$ cat src/hdl/csim_pkg.sv
// Shared types and constants of the streaming cosine similarity core.
// No dependencies; every other file of the block imports this package.
package csim_pkg;

  localparam int ELEM_WIDTH       = 16;
  localparam int LEN_LOG2_DEFAULT = 12;
  // Bit positions searched for the result magnitude (0 to 32768).
  localparam int Q_BITS           = 16;

  typedef struct packed {
    logic signed [ELEM_WIDTH-1:0] elem_a;
    logic signed [ELEM_WIDTH-1:0] elem_b;
    logic                         last_element;
  } item_t;

  typedef struct packed {
    logic signed [15:0] similarity;
    logic               zero_magnitude;
    logic               sum_saturated;
  } result_t;

  function automatic int dot_width(input int len_log2);
    return (2 * ELEM_WIDTH + len_log2 + 1 > 62) ? 62 : 2 * ELEM_WIDTH + len_log2 + 1;
  endfunction

  function automatic int mag_width(input int len_log2);
    return (2 * ELEM_WIDTH + len_log2 > 62) ? 62 : 2 * ELEM_WIDTH + len_log2;
  endfunction

endpackage

$ cat src/hdl/csim_front.sv
// Front end: takes element pairs, keeps the three saturating running sums and
// hands the finished sums of each vector to the queue. Depends on csim_pkg.
module csim_front #(
  parameter int DW = 45,
  parameter int MW = 44
) (
  input  logic           clk,
  input  logic           rst,
  input  csim_pkg::item_t item,
  input  logic           item_valid,
  output logic           item_stall,
  input  logic           full,
  output logic           push,
  output logic [DW+2*MW:0] push_data
);
  import csim_pkg::*;

  localparam logic signed [DW:0] DMAX = {2'b00, {(DW-1){1'b1}}};
  localparam logic signed [DW:0] DMIN = {2'b11, {(DW-1){1'b0}}};

  logic signed [DW-1:0] dot_sum;
  logic [MW-1:0]        mag_a_sum;
  logic [MW-1:0]        mag_b_sum;
  logic                 saturated_flag;

  logic signed [2*ELEM_WIDTH-1:0] pab;
  logic [2*ELEM_WIDTH-1:0]        paa;
  logic [2*ELEM_WIDTH-1:0]        pbb;
  logic signed [DW:0]             dsum;
  logic [MW:0]                    asum;
  logic [MW:0]                    bsum;
  logic signed [DW-1:0]           dot_next;
  logic [MW-1:0]                  mag_a_next;
  logic [MW-1:0]                  mag_b_next;
  logic                           sat_next;
  logic                           accept;

  assign item_stall = full;
  assign accept     = item_valid && !full;

  always_comb begin
    pab  = item.elem_a * item.elem_b;
    paa  = (2*ELEM_WIDTH)'(item.elem_a * item.elem_a);
    pbb  = (2*ELEM_WIDTH)'(item.elem_b * item.elem_b);
    dsum = (DW+1)'(dot_sum) + (DW+1)'(pab);
    asum = {1'b0, mag_a_sum} + (MW+1)'(paa);
    bsum = {1'b0, mag_b_sum} + (MW+1)'(pbb);
    sat_next = saturated_flag;
    if (dsum > DMAX) begin
      dot_next = DMAX[DW-1:0];
      sat_next = 1'b1;
    end else if (dsum < DMIN) begin
      dot_next = DMIN[DW-1:0];
      sat_next = 1'b1;
    end else begin
      dot_next = dsum[DW-1:0];
    end
    if (asum[MW]) begin
      mag_a_next = '1;
      sat_next   = 1'b1;
    end else begin
      mag_a_next = asum[MW-1:0];
    end
    if (bsum[MW]) begin
      mag_b_next = '1;
      sat_next   = 1'b1;
    end else begin
      mag_b_next = bsum[MW-1:0];
    end
  end

  assign push      = accept && item.last_element;
  assign push_data = {sat_next, dot_next, mag_a_next, mag_b_next};

  always_ff @(posedge clk) begin
    if (rst || push) begin
      dot_sum        <= '0;
      mag_a_sum      <= '0;
      mag_b_sum      <= '0;
      saturated_flag <= 1'b0;
    end else if (accept) begin
      dot_sum        <= dot_next;
      mag_a_sum      <= mag_a_next;
      mag_b_sum      <= mag_b_next;
      saturated_flag <= sat_next;
    end
  end

endmodule

$ cat config.mk
export PLATFORM = sky130hd
export DESIGN_NAME = csim_front
export DESIGN_NICKNAME = d
export VERILOG_FILES = /design/src/hdl/csim_pkg.sv /design/src/hdl/csim_front.sv
export SDC_FILE = /design/constraint.sdc
export NUM_CORES = 2
export LEC_CHECK = 0
export ABC_AREA = 0
export BUFFER_PORTS_ARGS = -buffer_cell sky130_fd_sc_hd__buf_2
export CAP_MARGIN = 20
export CELL_PAD_IN_SITES_DETAIL_PLACEMENT = 0
export CELL_PAD_IN_SITES_GLOBAL_PLACEMENT = 2
export CORE_MARGIN = 4
export CORE_UTILIZATION = 37
export CTS_CLUSTER_SIZE = 24
export DETAILED_ROUTE_END_ITERATION = 8
export HOLD_SLACK_MARGIN = 0.15
export PLACE_DENSITY = 0.78
export REMOVE_ABC_BUFFERS = 1
export SETUP_SLACK_MARGIN = 0.2
export SLEW_MARGIN = 10
export SYNTH_ARGS = -nofsm -noshare
export SYNTH_HDL_FRONTEND = slang
export SYNTH_SLANG_ARGS = --single-unit
$ cat constraint.sdc
create_clock -name clk -period 13.65 [get_ports clk]
set_input_delay 2.73 -clock clk [delete_from_list [all_inputs] [get_ports clk]]
set_output_delay 2.73 -clock clk [all_outputs]
set_load 0.02 [all_outputs]
Word level (Yosys, flattened, before mapping)
Cells that the tools add are included.
{"block": "totals", "ff_bits": 134, "output_inout_bits": 136, "word_cells": 24}
{"block": "op_classes", "n_addsub": 3, "mul": 3, "order_cmp": 2, "n_mux": 8, "reduce_logical": 4}
{"op": "$mul 16x16->32", "count": 3}
{"op": "$add 44x32->45", "count": 2}
{"op": "$mux 45", "count": 2}
{"op": "$mux 44", "count": 2}
{"op": "$add 45x32->46", "count": 1}
{"op": "$gt 46x45->1 const B", "count": 1}
{"op": "$lt 46x45->1 const B", "count": 1}
{"op": "$mux 1", "count": 4}
{"op": "$logic_and 1x1->1", "count": 2}
{"op": "$logic_not 1->1", "count": 1}
{"op": "$logic_or 1x1->1", "count": 1}

Logic depth before layout (Yosys ltp)
{"block": "depth", "depth_word": 7, "ltp_mapped": 42, "mapped_depth_nobuf": 38}

Worst setup path after synthesis
OpenSTA, ideal clock, no wires.
{"block": "synth_timing", "path_type": "input -> output", "startpoint": "in item[4] (netlist name)", "endpoint": "out push_data[33]", "t_arrival_ps": 10456, "required_time_ps": 10920, "path_slack_ps": 464, "stages": 31, "path_buffers": 4, "cell_sequence": "clkbuf_1 clkbuf_1 nand2_1 fa_1 inv_1 fa_1 fa_1 inv_1 fa_1 fa_1 fa_1 inv_1 ha_1 a21o_1 a21o_1 a21o_1 a22oi_1 nand3b_1 a21oi_1 xnor2_1 ha_1 a21o_1 a2111oi_0 o2111ai_1 o21a_1 o21ai_1 nand3_1 nand3_1 clkbuf_1 clkbuf_1 o21ai_0"}
{"block": "synth_between", "elab_chain_cells": 3}
{"item": "from (decl)", "line_no": "csim_front.sv:9", "text": "input csim_pkg::item_t item,"}
{"item": "$mul 16x16->32", "line_no": "csim_front.sv:44", "text": "pbb = (2*ELEM_WIDTH)'(item.elem_b * item.elem_b);"}
{"item": "$add 44x32->45", "line_no": "csim_front.sv:47", "text": "bsum = {1'b0, mag_b_sum} + (MW+1)'(pbb);"}
{"item": "$mux 44", "line_no": "csim_front.sv:64", "text": "if (bsum[MW]) begin"}
{"item": "to (decl)", "line_no": "csim_front.sv:14", "text": "output logic [DW+2*MW:0] push_data"}
Every way passes these cells.

Worst setup path after layout
{"block": "layout_timing", "startpoint": "in item[25] (netlist name)", "endpoint": "out push_data[83]"}
{"block": "layout_between", "elab_chain_cells": 3}
{"item": "$mul 16x16->32", "line_no": "csim_front.sv:43", "text": "paa = (2*ELEM_WIDTH)'(item.elem_a * item.elem_a);"}
{"item": "$add 44x32->45", "line_no": "csim_front.sv:46", "text": "asum = {1'b0, mag_a_sum} + (MW+1)'(paa);"}
{"item": "$mux 44", "line_no": "csim_front.sv:58", "text": "if (asum[MW]) begin"}
Every way passes these cells.

==> impl_summary.md <==
Floorplan
The die covers 0.114 sq mm. The die boundary width is between 300 and 400 um. The floorplan die height is ~340 um. The row count is 120. The core region area is 0.108 sq mm.

The initial core utilization is a little under two fifths. between 150 and 200 I/O pins were placed.

Finish
The library cells used most frequently in the layout, excluding fill and tap cells, are 1088 x inv_1, 827 x fa_1, 400 x nand2_1. The number of standard cells in the layout, taps in and fillers out is 6295. Compared with the post-synthesis result, the final layout area differs by 13.6%.

The share of layout cells above drive strength 1 is a little over an eighth. Leaving out fill and tap cells, the most frequent cell in the layout is inv_1. After filler insertion, the fill cell instance count of the layout stands at between 10000 and 15000.

At the end of the flow, the number of nets in the layout was 6109.

STA
The final critical delay including setup and external delays is 13.19 ns. Setup repair after global routing could not meet its margin everywhere. Setup violations remaining at the end of the flow were counted as 0. Clock skew on the completed layout was measured at approximately 0.017 ns. The highest attainable clock frequency is 0.0758 GHz. After routing, the total negative slack on setup checks comes to 0 ns.

The headroom to the max-slew limit is between 30% and 40%. The part of the cycle the worst path needs is slightly below 100%. The actual slew at the worst max-slew pin is around 0.96 ns.

The final-report hold violation count is 0. The final max-slew violation count is 0.

Logic synthesis
The summed instance area of the synthesized netlist is just over 0.04 sq mm. The number of synthesis warnings is 0. The synthesized instance count is ~4600. The flip-flop and latch count after synthesis is 134. Counting distinct cell types in the post-synthesis netlist gives 77. In the synthesized netlist the dominant register cell turns out to be dfxtp_1. The number of flops mapped to enable cells by yosys is 0. The fraction of synthesis flops using an asynchronous set or reset pin is 0%. The sequential fraction of the synthesis area is around 6.7%. In this run the mean area of a mapped cell was between 8 and 9 sq um.

Critical path
The arrival time of the worst setup path is about 10 ns. The cell with the largest stage delay on the worst path is fa_1. The dominant cell type by count on the critical path is buf_4. The element type at the critical path start is an input pin. The critical path is of the in -> out type. In this design, the stage delay of the slowest critical-path cell is roughly 0.55 ns. The endpoint type of the worst setup path is an output pin. At the worst endpoint, the required time is 10.92 ns. The highest net fanout along the worst path is 10.

Hold path
The tightest min-delay check is of the reg -> reg type.

Route
The routed design uses about 4.4 mm of met3 wire. The sum of met2 wire segment lengths after detailed routing is around 54 mm. The violation count after the first detailed-route iteration is between 1000 and 1500. The final routed DRC violation total is 0. The number of optimization iterations in the first detailed-route pass is 7. The count of nets left with antenna violations once routing finished came out at 0. The overall via count from detail_route is ~30000.

The post-detailed-route wirelength per cell is 17.6 um. The length of routed wiring on met1 is slightly above 50 mm. The via-per-instance ratio is 4.80. The detailed router used layers up to and including met4. Wires add up to roughly 110 mm.

Clock network
Counting every sink on the clock net gives approximately 130. After clock tree synthesis, the clock-pin slew on the worst setup and hold paths is 0.07 ns. Clock latency on the worst-skew pair, taken at its later pin, is approximately 0.52 ns. The clock passes through at most 2 buffers. The tree is rooted in a clkbuf_16. The number of CTS-inserted buffers is 17. The level count of the clock H-tree is 4.

TritonCTS built the clock tree.

Global route
The initial antenna violation count is 8. The global-route total usage across every layer is between 20% and 30%. Summed over all layers, the global routing overflow is 0. The wire length of the first global-routing pass is 178 mm. The via count of the first global-routing pass is between 30000 and 40000. The pin count of the biggest net entering global routing is 56.

Placed design
In this run, placement finished with an instance count of 6220. At the end of routability-driven placement, the weighted congestion stood at a little over 0.8. The count of buffers added on input and output ports is 172. Summed over all nets, the half-perimeter wirelength after detailed placement is 93.2 mm.

Job
The tool flagged a number of max-cap violations equal to 0.

Run status
The flow ran to the end, and the final reports show no timing, DRC or antenna violations.
==> final timing paths <==
path                                      end  cells past startpoint   startpoint  slack, ns
worst max-delay path            push_data[83]                     34     item[25]       0.46
worst min-delay path              dot_sum[15]                      2  dot_sum[15]       0.45
worst max register to register    dot_sum[26]                     21   dot_sum[8]       6.84
worst min register to register    dot_sum[15]                      2  dot_sum[15]       0.45
==> metal layers <==
| layer | track usage, % | up-vias |
|---|---|---|
| met5 | 0 | - |
| met4 | 5.29 | 0 |
| met3 | 2.82 | 80 |
| met2 | 34.0 | 475 |
| met1 | 26.9 | 15000 |
| li1 | - | 14700 |
==> sequential cells by signal, indices dropped and copies added, names as in the netlist <==
register        flops
dot_sum            45
saturated_flag      1
mag_b_sum          44
mag_a_sum          44
==> cell usage after synthesis (all sizes together) (5+ instances only) <==
cell type	n	area (sq um)
a31oi	25	156
xnor2	135	1180
o21bai	26	195
dfxtp	134	2680
buf	22	140
o31ai	8	60.1
a21oi	189	953
nor4	5	31.3
a31o	8	70.1
o211ai	11	87.6
maj3	16	171
nand2	415	1560
and3	38	238
nor2	284	1140
xor2	52	455
nor3	75	380
a21o	71	533
inv	1096	4110
a311oi	36	315
nand3	46	235
nor2b	20	125
nand4	20	125
o21a	29	218
clkbuf	160	603
or2	31	194
nand2b	31	194
ha	362	4530
mux2	8	90.1
a2111oi	6	52.6
a211oi	19	143
o21ai	140	704
fa	834	16700
and2	218	1360
==> critical path, delay by kind of cell <==
family / cells / cell delay (ns)
AO/OA/AOI/OAI: 9 / 1.78
buffers and inverters: 9 / 1.41
AND/OR/NAND/NOR: 5 / 0.46
adder cells (fa/ha/maj): 8 / 3.42
multiplexers: 1 / 0.35
XOR/XNOR: 2 / 0.33
==> repair_timing <==
item,in CTS,in global routing
hold endpoints to repair,0,0
setup buffers,0,34
hold buffers,0,0
gates cloned,1,5
pin swaps,2,66
gates resized for setup,28,225
endpoints found under the setup margin,87,125
==> per-stage QoR <==
step	util, %	worst slack (ns)	cell area (sq um)	hold WS [ns]
2_1_floorplan	-	-0.303	39500	0.430
5_1_grt	42.5	0.123	45700	0.476
3_3_place_gp	40.7	0.0200	43800	0.442
3_5_place_dp	40.8	-0.0644	43800	0.444
4_1_cts	41.5	0.178	44600	0.454
6_report	42.5	0.461	45700	0.450
==> kinds of logic (layout without fill, tap and decap cells) <==
family | Yosys count | after routing | synth area share (%)
xor+xnor | 187 | 187 | 4.07
fa+ha+maj | 1212 | 1212 | 53.2
flops | 134 | 134 | 6.66
other cells | 0 | 3 | 0
simple gates | 1199 | 1200 | 14.2
compound gates | 605 | 605 | 9.52
mux | 11 | 11 | 0.298
buf+inv | 1280 | 1540 | 12.1
==> layout make-up <==
class,count,area (sq um),share of cell area (%)
flip-flops and latches,134,2680,5.87
inverters,1098,4150,9.07
multi-input cells,3215,33400,73.0
well taps,1403,1760,3.84
clock inverters,14,161,0.353
repair buffers,410,3130,6.85
clock buffers,18,439,0.961
diodes,3,7.51,0.0164
Power is not shown: default switching activity piles up to over one toggle a cycle in this logic, so the estimate is an artifact.
