<file path="src/hdl/csim_pkg.sv">
// Shared types and constants of the streaming cosine similarity core.
// No dependencies; every other file of the block imports this package.
package csim_pkg;

  localparam int ELEM_WIDTH       = 16;
  localparam int LEN_LOG2_DEFAULT = 12;
  // Bit positions searched for the result magnitude (0 to 32768).
  localparam int Q_BITS           = 16;

  typedef struct packed {
    logic signed [ELEM_WIDTH-1:0] elem_a;
    logic signed [ELEM_WIDTH-1:0] elem_b;
    logic                         last_element;
  } item_t;

  typedef struct packed {
    logic signed [15:0] similarity;
    logic               zero_magnitude;
    logic               sum_saturated;
  } result_t;

  function automatic int dot_width(input int len_log2);
    return (2 * ELEM_WIDTH + len_log2 + 1 > 62) ? 62 : 2 * ELEM_WIDTH + len_log2 + 1;
  endfunction

  function automatic int mag_width(input int len_log2);
    return (2 * ELEM_WIDTH + len_log2 > 62) ? 62 : 2 * ELEM_WIDTH + len_log2;
  endfunction

endpackage

</file>
<file path="src/hdl/csim_back.sv">
// Back end: forms ma*mb and dot^2 by shift and add, then finds the rounded
// cosine bit by bit, and holds the result in an output register. Uses csim_pkg.
module csim_back #(
  parameter int DW = 45,
  parameter int MW = 44
) (
  input  logic             clk,
  input  logic             rst,
  input  logic             entry_valid,
  input  logic [DW+2*MW:0] entry,
  output logic             pop,
  output csim_pkg::result_t result,
  output logic             result_valid,
  input  logic             result_stall
);
  import csim_pkg::*;

  localparam int CW  = 2 * MW + 35;
  localparam int CNW = (DW > 1) ? $clog2(DW) : 1;

  typedef enum logic [5:0] {
    S_IDLE  = 6'b000001,
    S_MUL   = 6'b000010,
    S_SETUP = 6'b000100,
    S_TRY   = 6'b001000,
    S_CMP   = 6'b010000,
    S_DONE  = 6'b100000
  } state_t;

  state_t state;

  logic [CW-1:0]        mcand_p;
  logic [DW-1:0]        mplier_p;
  logic [CW-1:0]        mcand_r;
  logic [DW-1:0]        mplier_r;
  logic [CW-1:0]        p_acc;
  logic [CW-1:0]        r_acc;
  logic [CNW-1:0]       cnt;
  logic                 neg;
  logic                 zero;
  logic                 sat;
  logic [CW-1:0]        pk2;
  logic signed [CW-1:0] t1;
  logic [CW-1:0]        t2;
  logic [CW-1:0]        trial;
  logic [Q_BITS-1:0]    q;
  logic [3:0]           bit_idx;

  logic signed [DW-1:0] e_dot;
  logic [MW-1:0]        e_ma;
  logic [MW-1:0]        e_mb;
  logic [DW-1:0]        e_adot;
  logic signed [CW-1:0] t1_acc;
  logic                 out_free;
  logic signed [15:0]   sim;

  assign e_mb   = entry[MW-1:0];
  assign e_ma   = entry[2*MW-1:MW];
  assign e_dot  = entry[DW+2*MW-1:2*MW];
  assign e_adot = e_dot[DW-1] ? $unsigned(-e_dot) : $unsigned(e_dot);
  assign t1_acc = t1 + $signed(t2 << 1);

  assign pop      = (state == S_IDLE) && entry_valid;
  assign out_free = !result_valid || !result_stall;

  always_comb begin
    if (zero) begin
      sim = '0;
    end else if (neg) begin
      sim = $signed(-q);
    end else if (q[Q_BITS-1]) begin
      sim = 16'sh7fff;
    end else begin
      sim = $signed(q);
    end
  end

  always_ff @(posedge clk) begin
    if (rst) begin
      state        <= S_IDLE;
      result_valid <= 1'b0;
    end else begin
      if (state == S_DONE && out_free) begin
        result_valid <= 1'b1;
      end else if (!result_stall) begin
        result_valid <= 1'b0;
      end
      case (state)
        S_IDLE: begin
          if (entry_valid) begin
            state <= (e_ma == '0 || e_mb == '0) ? S_DONE : S_MUL;
          end
        end
        S_MUL: begin
          if (cnt == CNW'(DW - 1)) begin
            state <= S_SETUP;
          end
        end
        S_SETUP: state <= S_TRY;
        S_TRY:   state <= S_CMP;
        S_CMP: begin
          if ((trial <= r_acc && bit_idx == 4'(Q_BITS - 1)) || bit_idx == 4'd0) begin
            state <= S_DONE;
          end else begin
            state <= S_TRY;
          end
        end
        S_DONE: begin
          if (out_free) begin
            state <= S_IDLE;
          end
        end
        default: state <= S_IDLE;
      endcase
    end
  end

  always_ff @(posedge clk) begin
    case (state)
      S_IDLE: begin
        mcand_p  <= CW'(e_ma);
        mplier_p <= DW'(e_mb);
        mcand_r  <= CW'(e_adot) << 32;
        mplier_r <= e_adot;
        p_acc    <= '0;
        r_acc    <= '0;
        cnt      <= '0;
        neg      <= e_dot[DW-1];
        zero     <= (e_ma == '0 || e_mb == '0);
        sat      <= entry[DW+2*MW];
        q        <= '0;
      end
      S_MUL: begin
        if (mplier_p[0]) begin
          p_acc <= p_acc + mcand_p;
        end
        if (mplier_r[0]) begin
          r_acc <= r_acc + mcand_r;
        end
        mcand_p  <= mcand_p << 1;
        mplier_p <= mplier_p >> 1;
        mcand_r  <= mcand_r << 1;
        mplier_r <= mplier_r >> 1;
        cnt      <= cnt + CNW'(1);
      end
      S_SETUP: begin
        // Start from q = 0, which stands for the odd factor k = -1.
        pk2     <= p_acc;
        t1      <= -$signed(p_acc << (Q_BITS + 1));
        t2      <= p_acc << (2 * Q_BITS);
        bit_idx <= 4'(Q_BITS - 1);
      end
      S_TRY: begin
        trial <= pk2 + $unsigned(t1) + t2;
      end
      S_CMP: begin
        if (trial <= r_acc) begin
          q[bit_idx] <= 1'b1;
          pk2        <= trial;
          t1         <= t1_acc >>> 1;
        end else begin
          t1 <= t1 >>> 1;
        end
        t2      <= t2 >> 2;
        bit_idx <= bit_idx - 4'd1;
      end
      S_DONE: begin
        if (out_free) begin
          result.similarity     <= sim;
          result.zero_magnitude <= zero;
          result.sum_saturated  <= sat;
        end
      end
      default: ;
    endcase
  end

endmodule

</file>
<file path="config.mk">
export PLATFORM = sky130hd
export DESIGN_NAME = csim_back
export DESIGN_NICKNAME = d
export VERILOG_FILES = /design/src/hdl/csim_pkg.sv /design/src/hdl/csim_back.sv
export SDC_FILE = /design/constraint.sdc
export NUM_CORES = 2
export LEC_CHECK = 0
export BUFFER_PORTS_ARGS = -buffer_cell sky130_fd_sc_hd__clkbuf_2
export CORE_MARGIN = 3
export CORE_UTILIZATION = 55
export CTS_CLUSTER_SIZE = 8
export DETAILED_ROUTE_END_ITERATION = 12
export PLACE_DENSITY = 0.85
export SYNTH_ARGS = -nofsm -noshare
export SYNTH_HDL_FRONTEND = slang
export SYNTH_SLANG_ARGS = --single-unit
</file>
<file path="constraint.sdc">
create_clock -name clk -period 8.9 [get_ports clk]
set_clock_uncertainty 0.2 [all_clocks]
set_input_delay 1.335 -clock clk [delete_from_list [all_inputs] [get_ports clk]]
set_output_delay 1.335 -clock clk [all_outputs]
set_load 0.02 [all_outputs]
</file>
# --- After elaboration in Yosys (flattened, before gate mapping) ---
# Cells that the tools add are included.
classes:
  n_lt_le_gt_ge: 3
  n_addsub: 10
  reduce_logical: 21
  shift: 0
  div: 0
  bitwise_logic: 1
  n_eq_ne: 15
  n_mul: 0
  muxes: 30
op_table:
  columns: ["op", "count"]
  rows:
  - ["123-bit case mux with 2 select lines", 7]
  - ["123-bit adder", 5]
  - ["123-bit two-way mux", 4]
  - ["45-bit case mux with 2 select lines", 2]
  - ["123-bit <= comparator", 1]
  - ["123-bit negator", 1]
  - ["44-bit zero test", 2]
  - ["45-bit two-way mux", 1]
  - ["45-bit negator", 1]
  - ["6-bit case mux with 6 select lines", 1]
  - ["16-bit two-way mux", 2]
  - ["16-bit case mux with 2 select lines", 1]
  - ["6-bit two-way mux", 5]
  - ["16-bit negator", 1]
  - ["16-bit OR", 1]
  - ["15-bit two-way mux", 1]
  - ["6-bit == test, second input constant", 2]
  - ["2-bit != test, second input constant", 6]
  - ["6-bit case mux with 2 select lines", 1]
  - ["2-bit AND reduction", 5]
  - ["4-bit case mux with 2 select lines", 1]
  - ["6-bit by 1-bit adder with 6-bit output, second input constant", 1]
  - ["6-bit by 1-bit == test with 1-bit output, second input constant", 1]
  - ["6-bit by 2-bit == test with 1-bit output, second input constant", 1]
  - ["16 further kinds", 26]
word_totals:
  output_inout_bits: 20
  mem_bits_rw: 0
  latchBits: 0
  in_bits: 138
  regBits: 1128
  memories: 0
  mem_bits_ro: 0
  elab_cells: 102

# --- Longest topological paths before layout ---
depth:
  word_depth: 7
  depth_mapped: 20
  mapped_depth_nobuf: 19

# --- Worst setup path before layout ---
# Ideal clock, no wire load.
synth_timing:
  kind: "register -> register"
  from: "register state[2]"
  to: "register cnt[0], enable pin"
  stages_incl_launch_ff: 5
  setup_ns: 0.685
  slack_ns: 0.562
  t_arrival_ns: 7.453
  synth_period_minus_slack_ns: 8.338
  path_buffers: 1
  t_required_ns: 8.015
  path_cell_list: "dfxtp_1 nor4_1 nand3b_1 clkbuf_1 nand2_1"
synth_between:
  elab_chain_cells: 2
  elab_cells_between_ends: 3
  cone_classes: "2 x eq/ne; 1 x reduce/logical"
synth_lines:
  columns: ["element", "line_no", "rtl"]
  rows:
  - ["start: declaration", "csim_back.sv:30", "state_t state;"]
  - ["start signal: assignment", "csim_back.sv:91", "state <= (e_ma == '0 || e_mb == '0) ? S_DONE : S_MUL;"]
  - ["6-bit by 1-bit == test with 1-bit output or 6-bit by 2-bit == test with 1-bit output (tied branches)", "csim_back.sv:119", "case (state)"]
  - ["2-bit nonzero test (no line) *", null, null]
  - ["end signal: assignment", "csim_back.sv:144", "cnt <= cnt + CNW'(1);"]
  - ["end: declaration", "csim_back.sv:38", "logic [CNW-1:0] cnt;"]
# Mark *: on every way between the ends. The rest lies on a longest branch, timed or not.
# A chain may end at the register's enable or synchronous reset.

# --- Final worst setup path ---
layout_timing:
  from: "register t2[1]"
  to: "register trial[119] (data pin)"
layout_between:
  elab_chain_cells: 1
layout_lines:
  columns: ["element", "line_no", "rtl"]
  rows:
  - ["start: declaration", "csim_back.sv:44", "logic [CW-1:0] t2;"]
  - ["start signal: assignment", "csim_back.sv:150", "t2 <= p_acc << (2 * Q_BITS);"]
  - ["start signal: assignment", "csim_back.sv:164", "t2 <= t2 >> 2;"]
  - ["123-bit adder", "csim_back.sv:154", "trial <= pk2 + $unsigned(t1) + t2;"]
  - ["end signal: assignment", "csim_back.sv:154", null]
  - ["end: declaration", "csim_back.sv:45", "logic [CW-1:0] trial;"]
# No other way between the ends.

==> results summary <==
The fraction of the cycle the final worst path needs is 77.65%. Counting flops and latches in the post-synthesis netlist gives ~1.1k. The number of remaining DRC errors is 0.

The final-report setup violation count came out at 0. The mean cell area of the mapped netlist came out at between 9 and 10 um^2. around 160 I/O pins were placed. Walking the worst path, the cells encountered are fa_1, ha_1, fa_1, a211oi_1, o21a_1, a21oi_1, or2_2, a2111o_1, a31oi_1, o21ai_0, and4_1, a31oi_1, o41ai_1, a31oi_1, o31ai_1, a311oi_1, xnor2_1.

Entering global routing, the biggest net connects about 180 pins. The worst-margin pin slew came out at between 1000 and 1500 ps. The number of distinct library cells after synthesis is 83. At the placement stage, the worst setup path has a slack of approximately 2300 ps. The placer's final routability congestion estimate came out at around 1.0. Counting every sink on the clock net gives ~1.1k.

The via-per-instance ratio is roughly 6.6. The critical path is of the register to register type. Among all flip-flop cells after synthesis, the most frequent one is sky130_fd_sc_hd__edfxtp_1. TritonCTS built the clock tree. The maximum buffer depth of the clock tree came out at 3. Once layout is complete, the utilization of the core stands at 60.07%. The total power consumption of the routed design came out at between 15 and 20 mW. The row count is around 140.

The number of buffers added on ports is approximately 160. The mapped netlist covers ~77000 um^2. The post-CTS setup buffer count is 0. The initial standard-cell utilization of the core is 55.55%.

The critical path's top delay family is compound AO/OA/AOI/OAI gates. Summing the sequential cell areas from Yosys gives 41.60% of the chip area. Hold repair after CTS inserted 0 buffers. The mean routed wirelength per cell came out at 24.59 um. The power density over the cells is 206.3 nW/um^2.

In this run the remaining antenna-violating nets after routing total 0. The final-layout fill cell count is ~12k. In this run, synthesis inferred 1056 flip-flops with an integrated enable. The peak fanout along the critical path is 4.

The clock tree synthesis step divided the H-tree into 4 levels. The critical path runs through a total of 17 cells. The first-pass GRT wire length is roughly 370000 um. The worst setup path is captured at a register. The number of cells after detailed placement came out at about 9.8k. The finished layout cell area came out at ~83000 um^2. The highest ir drop seen on vdd came out at 0.0001541 V. The most numerous cell type found on the critical path is sky130_fd_sc_hd__a31oi_1. The routed wire length is approximately 250000 um. The number of global-route vias before repair is between 60k and 70k. The die boundary width is ~380 um. The combined global-route utilization of all metal layers is roughly a third. For the worst setup path, the data required time is between 9000 and 10000 ps. The largest individual stage delay along the critical path comes from the cell sky130_fd_sc_hd__a31oi_1. For this run, the detailed router's first-pass iteration total came to 6.

The delay of the slowest cell on the worst path is between 800 and 900 ps. The final HPWL from detailed placement is between 150000 and 200000 um. The hold-critical path depth came out at 0. The worst setup margin is 1989 ps. The number of antenna violations at the first check in global routing came out at 7. The relative slew slack is 18.92%.

The post-synthesis cell count came out at just over 8k. The static power due to leakage is 33.19 nW. The area of the core came out at between 100000 and 150000 um^2. The tree is rooted in a sky130_fd_sc_hd__clkbuf_16. The run finished with clean final reports. Once the clock tree was built, the resizer swapped 0 gates to a different size.

The net count of the finished layout is 8992. After synthesis, the share of flip-flops with an asynchronous set or reset is 0%. The setup TNS came out at 0 ps. The post-detailed-placement cell area is 78490 um^2. The clock transition at the registers of the reported paths is about 50 ps.

Setup repair after global routing left no endpoint under its margin. The final-report hold violation count is 0. Hold timing on the final database bottoms out at a slack of between 200 and 300 ps.

After the flow finishes, the layout carries non-filler instances totaling 10.00k. The synthesized netlist net count came out at slightly above 9k. The number of slew-limit violations in the final report was 0. The final period demand of the worst path is just under 7000 ps. The combined buffer and inverter count along the critical path is 0. The clock buffer count from CTS came out at 153. The leftover overflow at the end of global routing came out at 0.

Compared with the post-synthesis result, the final layout area differs by 8.150%. For the worst flop-to-flop path, the logic depth is 17. The worst setup path is launched from a register. The clock latency of the later-clocked register in the worst-skew pair is around 800 ps. The full die area came out at between 100000 and 150000 um^2. The share of final-layout standard cells stronger than drive strength 1 is 5.082%.

The tightest min-delay check is of the register to register type. The max-cap violation count came out at 0. The critical path arrival is around 7300 ps. Measured along the y axis, the die boundary spans 379.1 um. The upper clock frequency limit is roughly 0.14 GHz.

After the first detailed-routing iteration, the DRC count stood at approximately 8.7k. The total number of vias is roughly 66k. For this run, the number of Yosys warnings is 0.
[Yosys cell counts (all sizes together), types with 13 or more instances]
cell / number / area share [%]
clkbuf: 384 / 1.9
or2: 13 / 0.11
nor4: 82 / 0.72
a21oi: 796 / 5.2
xor2: 264 / 3.0
ha: 554 / 9.1
a211oi: 96 / 0.94
o41ai: 16 / 0.18
o21bai: 134 / 1.3
a21o: 321 / 3.1
buf: 26 / 0.15
and2: 186 / 1.5
nor2b: 43 / 0.35
nor2: 730 / 3.6
nand3: 99 / 0.65
fa: 126 / 3.3
and3: 42 / 0.34
inv: 245 / 1.2
or4: 44 / 0.44
a41oi: 14 / 0.16
o21ai: 419 / 2.7
a21boi: 25 / 0.25
o21a: 137 / 1.3
nand4: 199 / 1.6
xnor2: 294 / 3.4
edfxtp: 1056 / 41
or3: 61 / 0.50
o31a: 14 / 0.16
a31oi: 56 / 0.46
o221ai: 19 / 0.22
a221oi: 24 / 0.27
nand2b: 46 / 0.38
nor3: 126 / 0.83
nand2: 1299 / 6.4
o31ai: 56 / 0.56
a311oi: 16 / 0.18
o211ai: 27 / 0.26
[path summary, 6_finish.rpt]
check             start  slack, ps         end
setup / recovery  t2[1]       1990  trial[119]
hold / removal      sat        270   result[0]
setup reg to reg  t2[1]       1990  trial[119]
hold reg to reg     sat        270   result[0]
[layer usage]
layer / vias up / track usage, % / wire [um]
li1: 29790 / - / -
met1: 31240 / 47.62 / 99860
met2: 4023 / 47.88 / 102300
met3: 603 / 9.953 / 34060
met4: 8 / 11.80 / 9639
met5: - / 0 / 45
[power by group]
| group | leakage [nW] | switching (mW) | total (mW) | internal [mW] |
|---|---|---|---|---|
| logic | 20.7 | 3.14 | 4.81 | 1.67 |
| registers | 10.4 | 0.547 | 6.82 | 6.28 |
| clock network | 2.08 | 2.32 | 5.45 | 3.13 |
| total | 33.2 | 6.01 | 17.1 | 11.1 |
[final cells by class]
class                      instances  area (um^2)  share of cell area, %
antenna                            2        5.005               0.006044
timing repair buffer             192         1174                  1.417
sequential                      1063        31850                  38.47
tap                             1794         2245                  2.711
clock inverter                    21        424.2                 0.5123
inverter                         245        919.6                  1.111
clock buffer                     166         3877                  4.683
multi-input combinational       6519        42310                  51.09
[sequential cells by signal (all words and copies together) (netlist names), 44 cells and up]
register and count:
mcand_r 91, mplier_p 44, trial 123, t2 123, mplier_r 45, r_acc 91, pk2 123, t1 123
p_acc 123, mcand_p 123
[worst register-to-register path, cell delays in order (launching register included)]
cell                       delay, ps
sky130_fd_sc_hd__edfxtp_1        450
sky130_fd_sc_hd__fa_1            470
sky130_fd_sc_hd__ha_1            260
sky130_fd_sc_hd__fa_1            440
sky130_fd_sc_hd__a211oi_1        270
sky130_fd_sc_hd__o21a_1          240
sky130_fd_sc_hd__a21oi_1         120
sky130_fd_sc_hd__or2_2           350
sky130_fd_sc_hd__a2111o_1        440
sky130_fd_sc_hd__a31oi_1         810
sky130_fd_sc_hd__o21ai_0         430
sky130_fd_sc_hd__and4_1          360
sky130_fd_sc_hd__a31oi_1         460
sky130_fd_sc_hd__o41ai_1         310
sky130_fd_sc_hd__a31oi_1         390
sky130_fd_sc_hd__o31ai_1         220
sky130_fd_sc_hd__a311oi_1        360
sky130_fd_sc_hd__xnor2_1         100
[kinds of logic (layout without fill, tap and decap cells)]
| family | after synthesis | count (layout) | synth area share (%) |
|---|---|---|---|
| AND/OR/NAND/NOR | 3013 | 3013 | 17.89 |
| other | 0 | 2 | 0 |
| multiplexers | 9 | 9 | 0.1193 |
| XOR/XNOR | 558 | 558 | 6.383 |
| adder cells (fa/ha/maj) | 680 | 680 | 12.35 |
| flip-flops | 1063 | 1063 | 41.60 |
| buffers and inverters | 655 | 624 | 3.236 |
| AO/OA/AOI/OAI | 2259 | 2259 | 18.42 |
[layout by cell type, fill, tap and decap left out, types with 61 or more instances in the layout]
cell | Yosys | routed
sky130_fd_sc_hd__nand4_1 | 199 | 199
sky130_fd_sc_hd__nand2_1 | 1297 | 1292
sky130_fd_sc_hd__edfxtp_1 | 1056 | 1056
sky130_fd_sc_hd__xnor2_1 | 294 | 294
sky130_fd_sc_hd__a211oi_1 | 96 | 96
sky130_fd_sc_hd__inv_1 | 245 | 245
sky130_fd_sc_hd__or3_1 | 61 | 61
sky130_fd_sc_hd__ha_1 | 554 | 554
sky130_fd_sc_hd__nor4_1 | 79 | 79
sky130_fd_sc_hd__nor2_1 | 727 | 727
sky130_fd_sc_hd__o21a_1 | 137 | 137
sky130_fd_sc_hd__o21bai_1 | 134 | 134
sky130_fd_sc_hd__fa_1 | 126 | 126
sky130_fd_sc_hd__a21oi_1 | 796 | 795
sky130_fd_sc_hd__clkbuf_2 | 0 | 157
sky130_fd_sc_hd__nor3_1 | 125 | 125
sky130_fd_sc_hd__clkbuf_16 | 0 | 153
sky130_fd_sc_hd__xor2_1 | 264 | 264
sky130_fd_sc_hd__a21o_1 | 321 | 321
sky130_fd_sc_hd__and2_1 | 185 | 185
sky130_fd_sc_hd__o21ai_0 | 415 | 415
sky130_fd_sc_hd__nand3_1 | 99 | 99
Power figures use the tool's default switching activity.
