### src/hdl/csim_pkg.sv
// Shared types and constants of the streaming cosine similarity core.
// No dependencies; every other file of the block imports this package.
package csim_pkg;

  localparam int ELEM_WIDTH       = 16;
  localparam int LEN_LOG2_DEFAULT = 12;
  // Bit positions searched for the result magnitude (0 to 32768).
  localparam int Q_BITS           = 16;

  typedef struct packed {
    logic signed [ELEM_WIDTH-1:0] elem_a;
    logic signed [ELEM_WIDTH-1:0] elem_b;
    logic                         last_element;
  } item_t;

  typedef struct packed {
    logic signed [15:0] similarity;
    logic               zero_magnitude;
    logic               sum_saturated;
  } result_t;

  function automatic int dot_width(input int len_log2);
    return (2 * ELEM_WIDTH + len_log2 + 1 > 62) ? 62 : 2 * ELEM_WIDTH + len_log2 + 1;
  endfunction

  function automatic int mag_width(input int len_log2);
    return (2 * ELEM_WIDTH + len_log2 > 62) ? 62 : 2 * ELEM_WIDTH + len_log2;
  endfunction

endpackage

### src/hdl/csim_queue.sv
// Two-entry queue of finished vector sums between the front and back ends.
// Depends on csim_pkg only by convention of the block.
module csim_queue #(
  parameter int WIDTH = 134
) (
  input  logic             clk,
  input  logic             rst,
  input  logic             push,
  input  logic [WIDTH-1:0] push_data,
  input  logic             pop,
  output logic             full,
  output logic             entry_valid,
  output logic [WIDTH-1:0] entry
);
  import csim_pkg::*;

  logic [WIDTH-1:0] slot [2];
  logic             wr_ptr;
  logic             rd_ptr;
  logic [1:0]       count;

  assign full        = (count == 2'd2);
  assign entry_valid = (count != 2'd0);
  assign entry       = slot[rd_ptr];

  always_ff @(posedge clk) begin
    if (push) begin
      slot[wr_ptr] <= push_data;
    end
    if (rst) begin
      wr_ptr <= 1'b0;
      rd_ptr <= 1'b0;
      count  <= 2'd0;
    end else begin
      if (push) begin
        wr_ptr <= ~wr_ptr;
      end
      if (pop) begin
        rd_ptr <= ~rd_ptr;
      end
      count <= count + 2'(push) - 2'(pop);
    end
  end

endmodule

### config.mk
export PLATFORM = sky130hd
export DESIGN_NAME = csim_queue
export DESIGN_NICKNAME = d
export VERILOG_FILES = /design/src/hdl/csim_pkg.sv /design/src/hdl/csim_queue.sv
export SDC_FILE = /design/constraint.sdc
export NUM_CORES = 1
export LEC_CHECK = 0
export ABC_AREA = 1
export BUFFER_PORTS_ARGS = -buffer_cell sky130_fd_sc_hd__buf_2
export CAP_MARGIN = 20
export CORE_ASPECT_RATIO = 0.6
export CORE_UTILIZATION = 30
export DETAILED_ROUTE_END_ITERATION = 10
export PLACE_DENSITY = 0.6
export SYNTH_ARGS = -nofsm -noshare
export SYNTH_HDL_FRONTEND = slang
export SYNTH_SLANG_ARGS = --single-unit
### constraint.sdc
create_clock -name clk -period 16.6 [get_ports clk]
set_input_delay 2.49 -clock clk [delete_from_list [all_inputs] [get_ports clk]]
set_output_delay 2.49 -clock clk [all_outputs]
set_load 0.05 [all_outputs]
======== After elaboration in Yosys (flattened, before gate mapping) ========
Memory sizes are Yosys's and may differ from the RTL's. A register that Yosys moved wholly into a read port is not among the register bits.
Cells that the tools add are included.
Widths: inputs -> output; s select.
word-level totals
  flip-flop bits (word level) ............. 4
  latch bits .............................. 0
  memory bits (writable) .................. 268
  memory bits (read-only) ................. 0
  output and inout port bits .............. 136
  word-level logic and storage cells ...... 14
  memories kept ........................... 1
cells by class
  add/subtract/negate cells ............... 2
  multiply operators ...................... 0
  divide/modulo/power cells ............... 0
  $lt $le $gt $ge ......................... 0
  equal/unequal tests ..................... 1
  shifts and indexed selects .............. 0
  multiplexer cells ....................... 4
  bitwise logic cells ..................... 2
  reductions and logical operators ........ 1
memories
  memory  depth  bits a word  read ports  clocked after memory_dff  wr ports  line              source
  slot    2      134          1           1                         1         csim_queue.sv:17  logic [WIDTH-1:0] slot [2];
operator list
  cell                count
  $mux 1              4
  $add 2x1->2         1
  $eq 2x2->1 const B  1
  $not 1->1           2
  $reduce_bool 2->1   1
  $sub 2x1->2         1

======== Depth between registers and ports, before layout ========
Gate-level depths: netlist (run 1).
  depth in word-level cells ............... 3
  mapped depth ............................ 9

======== Worst setup path after synthesis (run 1) ========
OpenSTA, ideal clock, no wires.
  path kind ............................... input port to flip-flop
  start ................................... input port push
  end ..................................... memory slot[0][0], enable pin
  data arrival time ....................... 8.134 ns
  setup slack ............................. 7.833 ns
  cell stages on the path ................. 2
  buffers on the path ..................... 0
  path through ............................ inv_1 > nor2_1
on the way
  cells in the longest elaborated chain, start to end .. 2
ends and longest elaborated chain
  what                          line              source
  from (decl)                   csim_queue.sv:8   input logic push,
  $mux 1                        csim_queue.sv:27  if (push) begin
  $mux 1 (not written as such)  csim_queue.sv:28  slot[wr_ptr] <= push_data;
  to (decl)                     csim_queue.sv:17
Every way passes these cells.

==> flow_summary_export.csv, run 1 <==
group,metric,value,unit
timing,timing.setup.tns,0,ns
clock_tree,root_buffer,"clkbuf_16",
hold_path,whs_path_depth,2,
power,clock_power_share,33.8,%
synthesis,ys_seq_area_share,80.4,%
power,leakagePower,4.85,nW
synthesis,synth.distinct_cells,14,
route,wl_per_cell,16.8,um
route,viasPerCell,4.19,
floorplan,initial_core_util,30.9,%
grt,overflow,0,
clock_tree,post_cts_buffers,0,
timing,fin_ws,11.37,ns
setup_path,cp_max_fo,50,
power,finalPower,1.63,mW
setup_path,start_kind,"flop",
power,p_switching,0.441,mW
clock_tree,h-tree-depth,1,
place,portBuffers,273,
job,cap_violations,0,
cells_and_area,area.sequential,0.00815,sq mm
route,drt_iter0_drc,267,
cells_and_area,syn_to_final_growth,26.0,%
cells_and_area,nFillCells,3089,
power,peakVddDrop,0.0000701,V
timing,timing_hold_violations_final,0,
route,drc,0,
route,final_antenna_net_count,0,
grt,grt_usage,11.2,%
place,pre_cts_ws,11.90,ns
floorplan,io-pin-count,274,
timing,fin_skew,0.0197,ns
synthesis,synth_area_leaders,"edfxtp_1, mux2_4, mux2_2, dfxtp_1, buf_6",
power,power.density,128,mW/mm^2
timing,period_needed,5.23,ns
timing,final.period_utilization,31.5,%
clock_tree,cts_tree,"built",
synthesis,synth-seq-cells,273,
setup_path,crit_family,"buffers and inverters",
timing,fmax,191,MHz
timing,relSlewSlack,32.8,%
setup_path,critPathMaxStageDelay,0.80,ns
synthesis,yosysMostFrequentCell,"edfxtp_1",
grt,antenna_found_initial,2,
run_status,outcome,"finished clean",
cells_and_area,num_antenna_cells,0,
synthesis,synthCells,448,
clock_tree,clk_pin_slew,0.06,ns
setup_path,slowest_stage,"buf_4",
synthesis,synth_edf_count,268,
synthesis,synthArstFlopShare,0,%
route,dr.pass1.iters,4,
floorplan,die_h,144,um
hold_path,hold_class,"flop to flop",
timing,maxSlewViolCount,0,
synthesis,synthTopCellsByCount,"edfxtp_1, mux2_2, mux2_4",
setup_path,crit_buf_inv,2,
place,gp_congestion,0.706,
setup_path,r2r-start,"wr_ptr",
grt,grt_max_degree,86,
route,routed_wl,20.2,mm
clock_tree,cts_resized,0,
clock_tree,cts_max_path_buffers,3,
setup_path,cp.arrival,2.74,ns
synthesis,synth_flop_cell,"edfxtp_1",
synthesis,synth_top_area_share,79.4,%
setup_path,r2r_slack,14.23,ns
setup_path,reg2reg_depth,3,
hold_path,hp-start,"rd_ptr",
place,place_hpwl,13.0,mm
cells_and_area,multi_input_area,0.00184,sq mm
power,power.internal,1.19,mW
setup_path,worst_setup_path_end_kind,"output port",
clock_tree,cts-hold-fix-buffers,0,
route,vias,5052,
setup_path,crit_required,14.11,ns
synthesis,synth_nets,588,
clock_tree,clock_sinks,273,
floorplan,die-area,0.0345,sq mm
power,pwr-share-comb,16.6,%
synthesis,synth-warning-count,0,
floorplan,core_area,0.0328,sq mm
power,seqPwrFrac,49.6,%
clock_tree,clkLatencyLatePin,0.54,ns
floorplan,die_width,239,um
timing,finalSetupViolations,0,
setup_path,r2r_end,"slot[1][2]",
setup_path,worstSetupPathType,"flop to output port",
clock_tree,cts_buffers,26,
timing,rsz0062_at_grt,"no",
floorplan,row_count,51,
grt,grt_pass1_wl,29.3,mm
synthesis,syn_area,0.0101,sq mm
cells_and_area,layout.nets,879,
power,swShare,27.0,%
setup_path,cp_cell_sequence,"buf_4, mux2_2, buf_2",
grt,grt_pass1_vias,5053,
timing,worst_pin_slew,1.01,ns
synthesis,synth_largest_area_cell,"edfxtp_1",
synthesis,syn_avg_cell_area,22.6,sq um
cells_and_area,drive_gt1_share,58.9,%
## worst max path at each step
stage | start | endpoint | slack, ns | cells after the start
after floorplan | push | slot[0][0] | 7.83 | 2
after global placement | flop | entry[133] | 11.91 | 3
after detailed placement | flop | entry[1] | 11.90 | 3
after CTS | flop | entry[1] | 11.30 | 3
after global routing | flop | entry[1] | 11.22 | 3
final | flop | entry[1] | 11.37 | 3
## state kept, by name, indices dropped and copies added, names as in the netlist, named ones only
| name | cells |
|---|---|
| slot | 268 |
| count | 2 |
| rd_ptr | 1 |
| wr_ptr | 1 |
## layout make-up
type | instances | share of cell area [%]
Clock inverter | 12 | 0.608
Multi-Input combinational cell | 152 | 14.4
Timing Repair Buffer | 278 | 11.0
Clock buffer | 34 | 5.50
Tap cell | 450 | 4.41
Sequential cell | 273 | 63.8
Inverter | 8 | 0.274
## metrics by stage
step                      instances  hold WS, ns  util [%]  cell area [sq um]
final                          1207        0.521      38.9              12800
after global routing           1207        0.570      38.9              12800
after floorplan                 448        0.480         -              10100
after global placement         1161        0.493      36.6              12000
after CTS                      1207        0.528      38.9              12800
after detailed placement       1161        0.508      36.6              12000
## layout by cell type, fill, tap and decap left out, types with 2 or more instances in the layout
cell type / instances
buf_2: 273
edfxtp_1: 268
mux2_2: 74
mux2_4: 60
clkbuf_16: 27
clkinv_1: 8
inv_1: 7
clkbuf_1: 7
nor2_1: 6
nand2_1: 5
buf_4: 5
dfxtp_1: 4
ha_1: 2
clkinv_2: 2
## metal layers
metal	wire [um]	vias to the layer above	track usage [%]
met2	8920	155	16.5
met1	9430	2517	15.8
met4	459	0	3.00
li1	-	2344	-
met3	1440	36	3.53
met5	0	-	0
## tightest hold or removal path, stage by stage, from the launching register on
cell and delay [ns]:
dfxtp_1 0.32, xnor2_1 0.08, nor2_1 0.08
## power groups by stage
stage	clock, mW	sequential (mW)	combinational [mW]
final	0.551	0.810	0.271
after global routing	0.598	0.813	0.285
after CTS	0.575	0.810	0.275
after detailed placement	0	0.825	0.274
after global placement	0	0.824	0.272
after floorplan	0	0.825	0.211
## cells by family (layout without fill, tap and decap cells)
group	count (synthesis)	count (layout)	synth area share [%]
flops	273	273	80.4
mux	134	134	17.1
buf+inv	23	332	1.53
simple gates	14	14	0.543
fa+ha+maj	2	2	0.247
compound gates	1	1	0.0494
xor+xnor	1	1	0.0865
Note: power is estimated with default switching activity, not from simulation.
==> run 2, diff against run 1 <==
==> constraint.sdc (replaced) <==
create_clock -name clk -period 5.35 [get_ports clk]
set_input_delay 0.8025 -clock clk [delete_from_list [all_inputs] [get_ports clk]]
set_output_delay 0.8025 -clock clk [all_outputs]
set_load 0.05 [all_outputs]
==> flow_summary_export.csv, run 2 (same netlist as run 1, synthesis figures left out) <==
group,metric,value,unit
setup_path,worst_setup_path_end_kind,"output port",
clock_tree,h-tree-depth,1,
route,drc,0,
timing,final.period_utilization,57.6,%
timing,period_needed,3.08,ns
setup_path,endpoint,"entry[45]",
floorplan,die_width,239,um
grt,antenna_found_initial,7,
clock_tree,clk_pin_slew,0.06,ns
clock_tree,clock_sinks,273,
floorplan,die-area,0.0345,sq mm
cells_and_area,num_antenna_cells,0,
route,wl_per_cell,16.7,um
place,portBuffers,273,
timing,fin_skew,0.0171,ns
route,vias,5052,
floorplan,initial_core_util,30.9,%
route,final_antenna_net_count,0,
setup_path,r2r_end,"slot[1][80]",
grt,overflow,0,
power,peakVddDrop,0.000217,V
floorplan,core_area,0.0328,sq mm
grt,grt_usage,11.2,%
timing,rsz0062_at_grt,"no",
place,pre_cts_ws,2.54,ns
cells_and_area,final_core_util,39.2,%
power,power.density,399,mW/mm^2
place,gp_congestion,0.698,
clock_tree,post_cts_buffers,0,
setup_path,crit_required,4.55,ns
route,dr.pass1.iters,4,
cells_and_area,final_common_cell,"buf_2",
route,drt_iter0_drc,261,
clock_tree,cts_resized,0,
setup_path,r2r-start,"wr_ptr",
run_status,outcome,"finished clean",
timing,timing_hold_violations_final,0,
clock_tree,root_buffer,"clkbuf_16",
cells_and_area,largest_reg_flops,268,
floorplan,die_h,144,um
grt,grt_pass1_vias,5041,
clock_tree,cts_buffers,27,
cells_and_area,drive_gt1_share,59.8,%
floorplan,io-pin-count,274,
cells_and_area,layout.nets,881,
cells_and_area,final_cell_mix,"buf_2, edfxtp_1, mux2_2, mux2_4, clkbuf_16",
cells_and_area,syn_to_final_growth,27.0,%
setup_path,start_kind,"flop",
grt,grt_max_degree,108,
route,routed_wl,20.2,mm
hold_path,hold_class,"primary input to flop",
timing,fin_ws,2.27,ns
timing,relSlewSlack,38.8,%
clock_tree,cts_max_path_buffers,3,
setup_path,cp.arrival,2.28,ns
cells_and_area,top_regs,"slot x268, count x2",
power,leakagePower,4.90,nW
timing,worst_pin_slew,0.917,ns
cells_and_area,nFillCells,3051,
setup_path,worstSetupPathType,"flop to output port",
timing,fmax,325,MHz
cells_and_area,largest-register,"slot",
timing,finalSetupViolations,0,
clock_tree,cts_tree,"built",
job,cap_violations,0,
setup_path,reg2reg_depth,4,
clock_tree,cts-hold-fix-buffers,0,
place,place_hpwl,13.1,mm
clock_tree,clkLatencyLatePin,0.54,ns
timing,timing.setup.tns,0,ns
floorplan,row_count,51,
setup_path,cp_max_fo,58,
grt,grt_pass1_wl,29.4,mm
setup_path,r2r_slack,3.26,ns
route,viasPerCell,4.17,
timing,maxSlewViolCount,0,
## run 2: area by class of cell
cell class,instances,area (sq um),share of cell area [%]
clock buffer,32,694,5.40
clock inverter,17,133,1.03
inverter,8,35.0,0.272
multi-input combinational,152,1840,14.3
sequential,273,8150,63.3
tap,450,563,4.38
timing repair buffer,279,1460,11.3
## run 2: how the worst min path moves through the flow
stage / start / endpoint / slack [ns] / cells past startpoint
floorplan: rd_ptr / flop / 0.48 / 2
global placement: rd_ptr / flop / 0.50 / 2
detailed placement: rd_ptr / flop / 0.51 / 2
CTS: push_data[41] / slot[1][41] / 0.41 / 1
global route: push_data[66] / slot[1][66] / 0.41 / 1
finish: push_data[25] / slot[0][25] / 0.45 / 1
## run 2: worst max-delay path, cell delays in order (launching register included)
cell	delay, ns
dfxtp_4	0.35
buf_4	0.68
mux2_2	0.42
buf_2	0.21
## run 2: layer usage
| layer | routed length [um] | GRT usage [%] |
|---|---|---|
| met5 | 16 | 0 |
| met4 | 477 | 2.50 |
| met3 | 1410 | 3.86 |
| met2 | 9230 | 17.1 |
| met1 | 9050 | 15.3 |
## run 2: per-stage QoR
stage                     instances  power (mW)  hold slack (ns)  area, sq um
after global placement         1161        3.40            0.496        12000
after global routing           1211        5.35            0.414        12900
after CTS                      1210        5.23            0.410        12800
after detailed placement       1161        3.41            0.505        12000
after floorplan                 448        3.21            0.480        10100
final                          1211        5.14            0.448        12900
## run 2: power by group
part	total, mW	switching [mW]	internal (mW)
Sequential	2.50	0.0243	2.48
Clock	1.78	0.763	1.02
Combinational	0.853	0.597	0.256
Total	5.14	1.38	3.75
==> run 3, diff against run 2 <==
==> constraint.sdc (replaced) <==
create_clock -name clk -period 3.1 [get_ports clk]
set_input_delay 0.465 -clock clk [delete_from_list [all_inputs] [get_ports clk]]
set_output_delay 0.465 -clock clk [all_outputs]
set_load 0.05 [all_outputs]
==> flow_summary_export.csv, run 3 (same netlist as run 1, synthesis figures left out) <==
group,metric,value,unit
setup_path,worstSetupPathType,"flop to output port",
timing,timing_hold_violations_final,0,
place,place_hpwl,14.5,mm
clock_tree,clock_sinks,273,
cells_and_area,syn_to_final_growth,28.1,%
floorplan,die_width,239,um
clock_tree,cts-hold-fix-buffers,0,
route,vias,5057,
floorplan,die-area,0.0345,sq mm
timing,final.period_utilization,86.5,%
floorplan,die_h,144,um
timing,finalSetupViolations,0,
timing,fmax,373,MHz
floorplan,io-pin-count,274,
floorplan,row_count,51,
hold_path,whs_path_depth,1,
clock_tree,cts_resized,0,
cells_and_area,largest-register,"slot",
clock_tree,h-tree-depth,1,
cells_and_area,final_area,0.0130,sq mm
timing,timing.setup.tns,0,ns
cells_and_area,final_cell_mix,"buf_2, edfxtp_1, mux2_2, mux2_4, clkbuf_16",
cells_and_area,top_regs,"slot x268, count x2",
cells_and_area,final_common_cell,"buf_2",
route,routed_wl,21.5,mm
clock_tree,cts_max_path_buffers,3,
run_status,outcome,"finished clean",
power,peakVddDrop,0.000353,V
cells_and_area,largest_reg_flops,268,
setup_path,start_kind,"flop",
setup_path,cp.arrival,2.22,ns
clock_tree,clkLatencyLatePin,0.54,ns
job,cap_violations,0,
setup_path,worst_setup_path_end_kind,"output port",
timing,relSlewSlack,51.5,%
setup_path,r2r-start,"wr_ptr",
setup_path,r2r_end,"slot[1][117]",
timing,fin_ws,0.417,ns
cells_and_area,drive_gt1_share,59.7,%
timing,maxSlewViolCount,0,
hold_path,min_to,"slot[1][85]",
place,postPlaceCellArea,0.0121,sq mm
place,portBuffers,273,
power,power.density,695,mW/mm^2
clock_tree,cts_tree,"built",
cells_and_area,multi_input_area,0.00184,sq mm
route,drt_iter0_drc,290,
power,leakagePower,4.92,nW
route,final_antenna_net_count,0,
route,dr.pass1.iters,4,
clock_tree,post_cts_buffers,0,
place,pre_cts_ws,0.940,ns
place,gp_congestion,0.677,
setup_path,crit_required,2.63,ns
hold_path,hold_class,"primary input to flop",
cells_and_area,nFillCells,3067,
clock_tree,clk_pin_slew,0.07,ns
route,wl_per_cell,17.7,um
cells_and_area,area.sequential,0.00815,sq mm
timing,period_needed,2.68,ns
setup_path,r2r_slack,1.33,ns
setup_path,reg2reg_depth,3,
cells_and_area,layout.nets,885,
setup_path,cp_max_fo,37,
grt,antenna_found_initial,9,
floorplan,core_area,0.0328,sq mm
route,drc,0,
hold_path,hp-start,"push_data[85]",
grt,grt_pass1_wl,30.8,mm
grt,grt_max_degree,69,
timing,fin_skew,0.0111,ns
grt,grt_usage,12.0,%
route,viasPerCell,4.15,
timing,worst_pin_slew,0.727,ns
grt,grt_pass1_vias,5051,
floorplan,initial_core_util,30.9,%
power,finalPower,9.02,mW
clock_tree,root_buffer,"clkbuf_16",
grt,overflow,0,
timing,rsz0062_at_grt,"no",
clock_tree,cts_buffers,27,
[run 3: cell types whose count changed in the layout (fill, tap and decap cells not counted), moves of 3 or more]
cell / before / now
clkinv_2: 9 / 3
buf_12: 2 / 7
clkinvlp_4: 0 / 4
clkinv_1: 5 / 8
diode_2: 0 / 3
[run 3: worst max-delay path by stage]
stage / start / endpoint / slack, ns / cells past startpoint
2_1_floorplan: push / slot[1][0] / 0.17 / 2
3_3_place_gp: flop / entry[8] / 0.96 / 3
3_5_place_dp: flop / entry[133] / 0.94 / 3
4_1_cts: flop / entry[133] / 0.33 / 3
5_1_grt: flop / entry[0] / 0.28 / 3
6_report: flop / entry[133] / 0.42 / 3
[run 3: where the power goes]
part | switching, mW | internal (mW)
sequential | 0.0644 | 4.28
combinational | 1.02 | 0.452
clock | 1.37 | 1.84
[run 3: final cells by class]
cell class,instances,share of cell area [%]
multi-input combinational,152,14.1
clock inverter,18,1.28
sequential,273,62.8
antenna,3,0.0578
clock buffer,31,5.32
inverter,8,0.260
timing repair buffer,283,11.8
tap,450,4.34
[run 3: metrics by stage]
| step | hold slack (ns) | std cells | utilization, % |
|---|---|---|---|
| floorplan | 0.480 | 448 | - |
| detailed placement | 0.510 | 1166 | 36.9 |
| CTS | 0.0761 | 1215 | 39.5 |
| finish | 0.109 | 1218 | 39.6 |
| global route | 0.0682 | 1215 | 39.5 |
| global placement | 0.499 | 1166 | 36.9 |
[run 3: worst max-delay path, stage by stage, from the launching register on]
cell	delay [ns]
dfxtp_4	0.69
buf_12	0.35
mux2_2	0.38
buf_2	0.21
[run 3: metal layers]
layer	GRT usage (%)	share of wire [%]	vias up
met4	2.43	1.8	2
met2	18.2	45	177
met1	16.3	45	2473
li1	-	-	2365
met3	4.47	8.0	40
met5	0	0.079	-
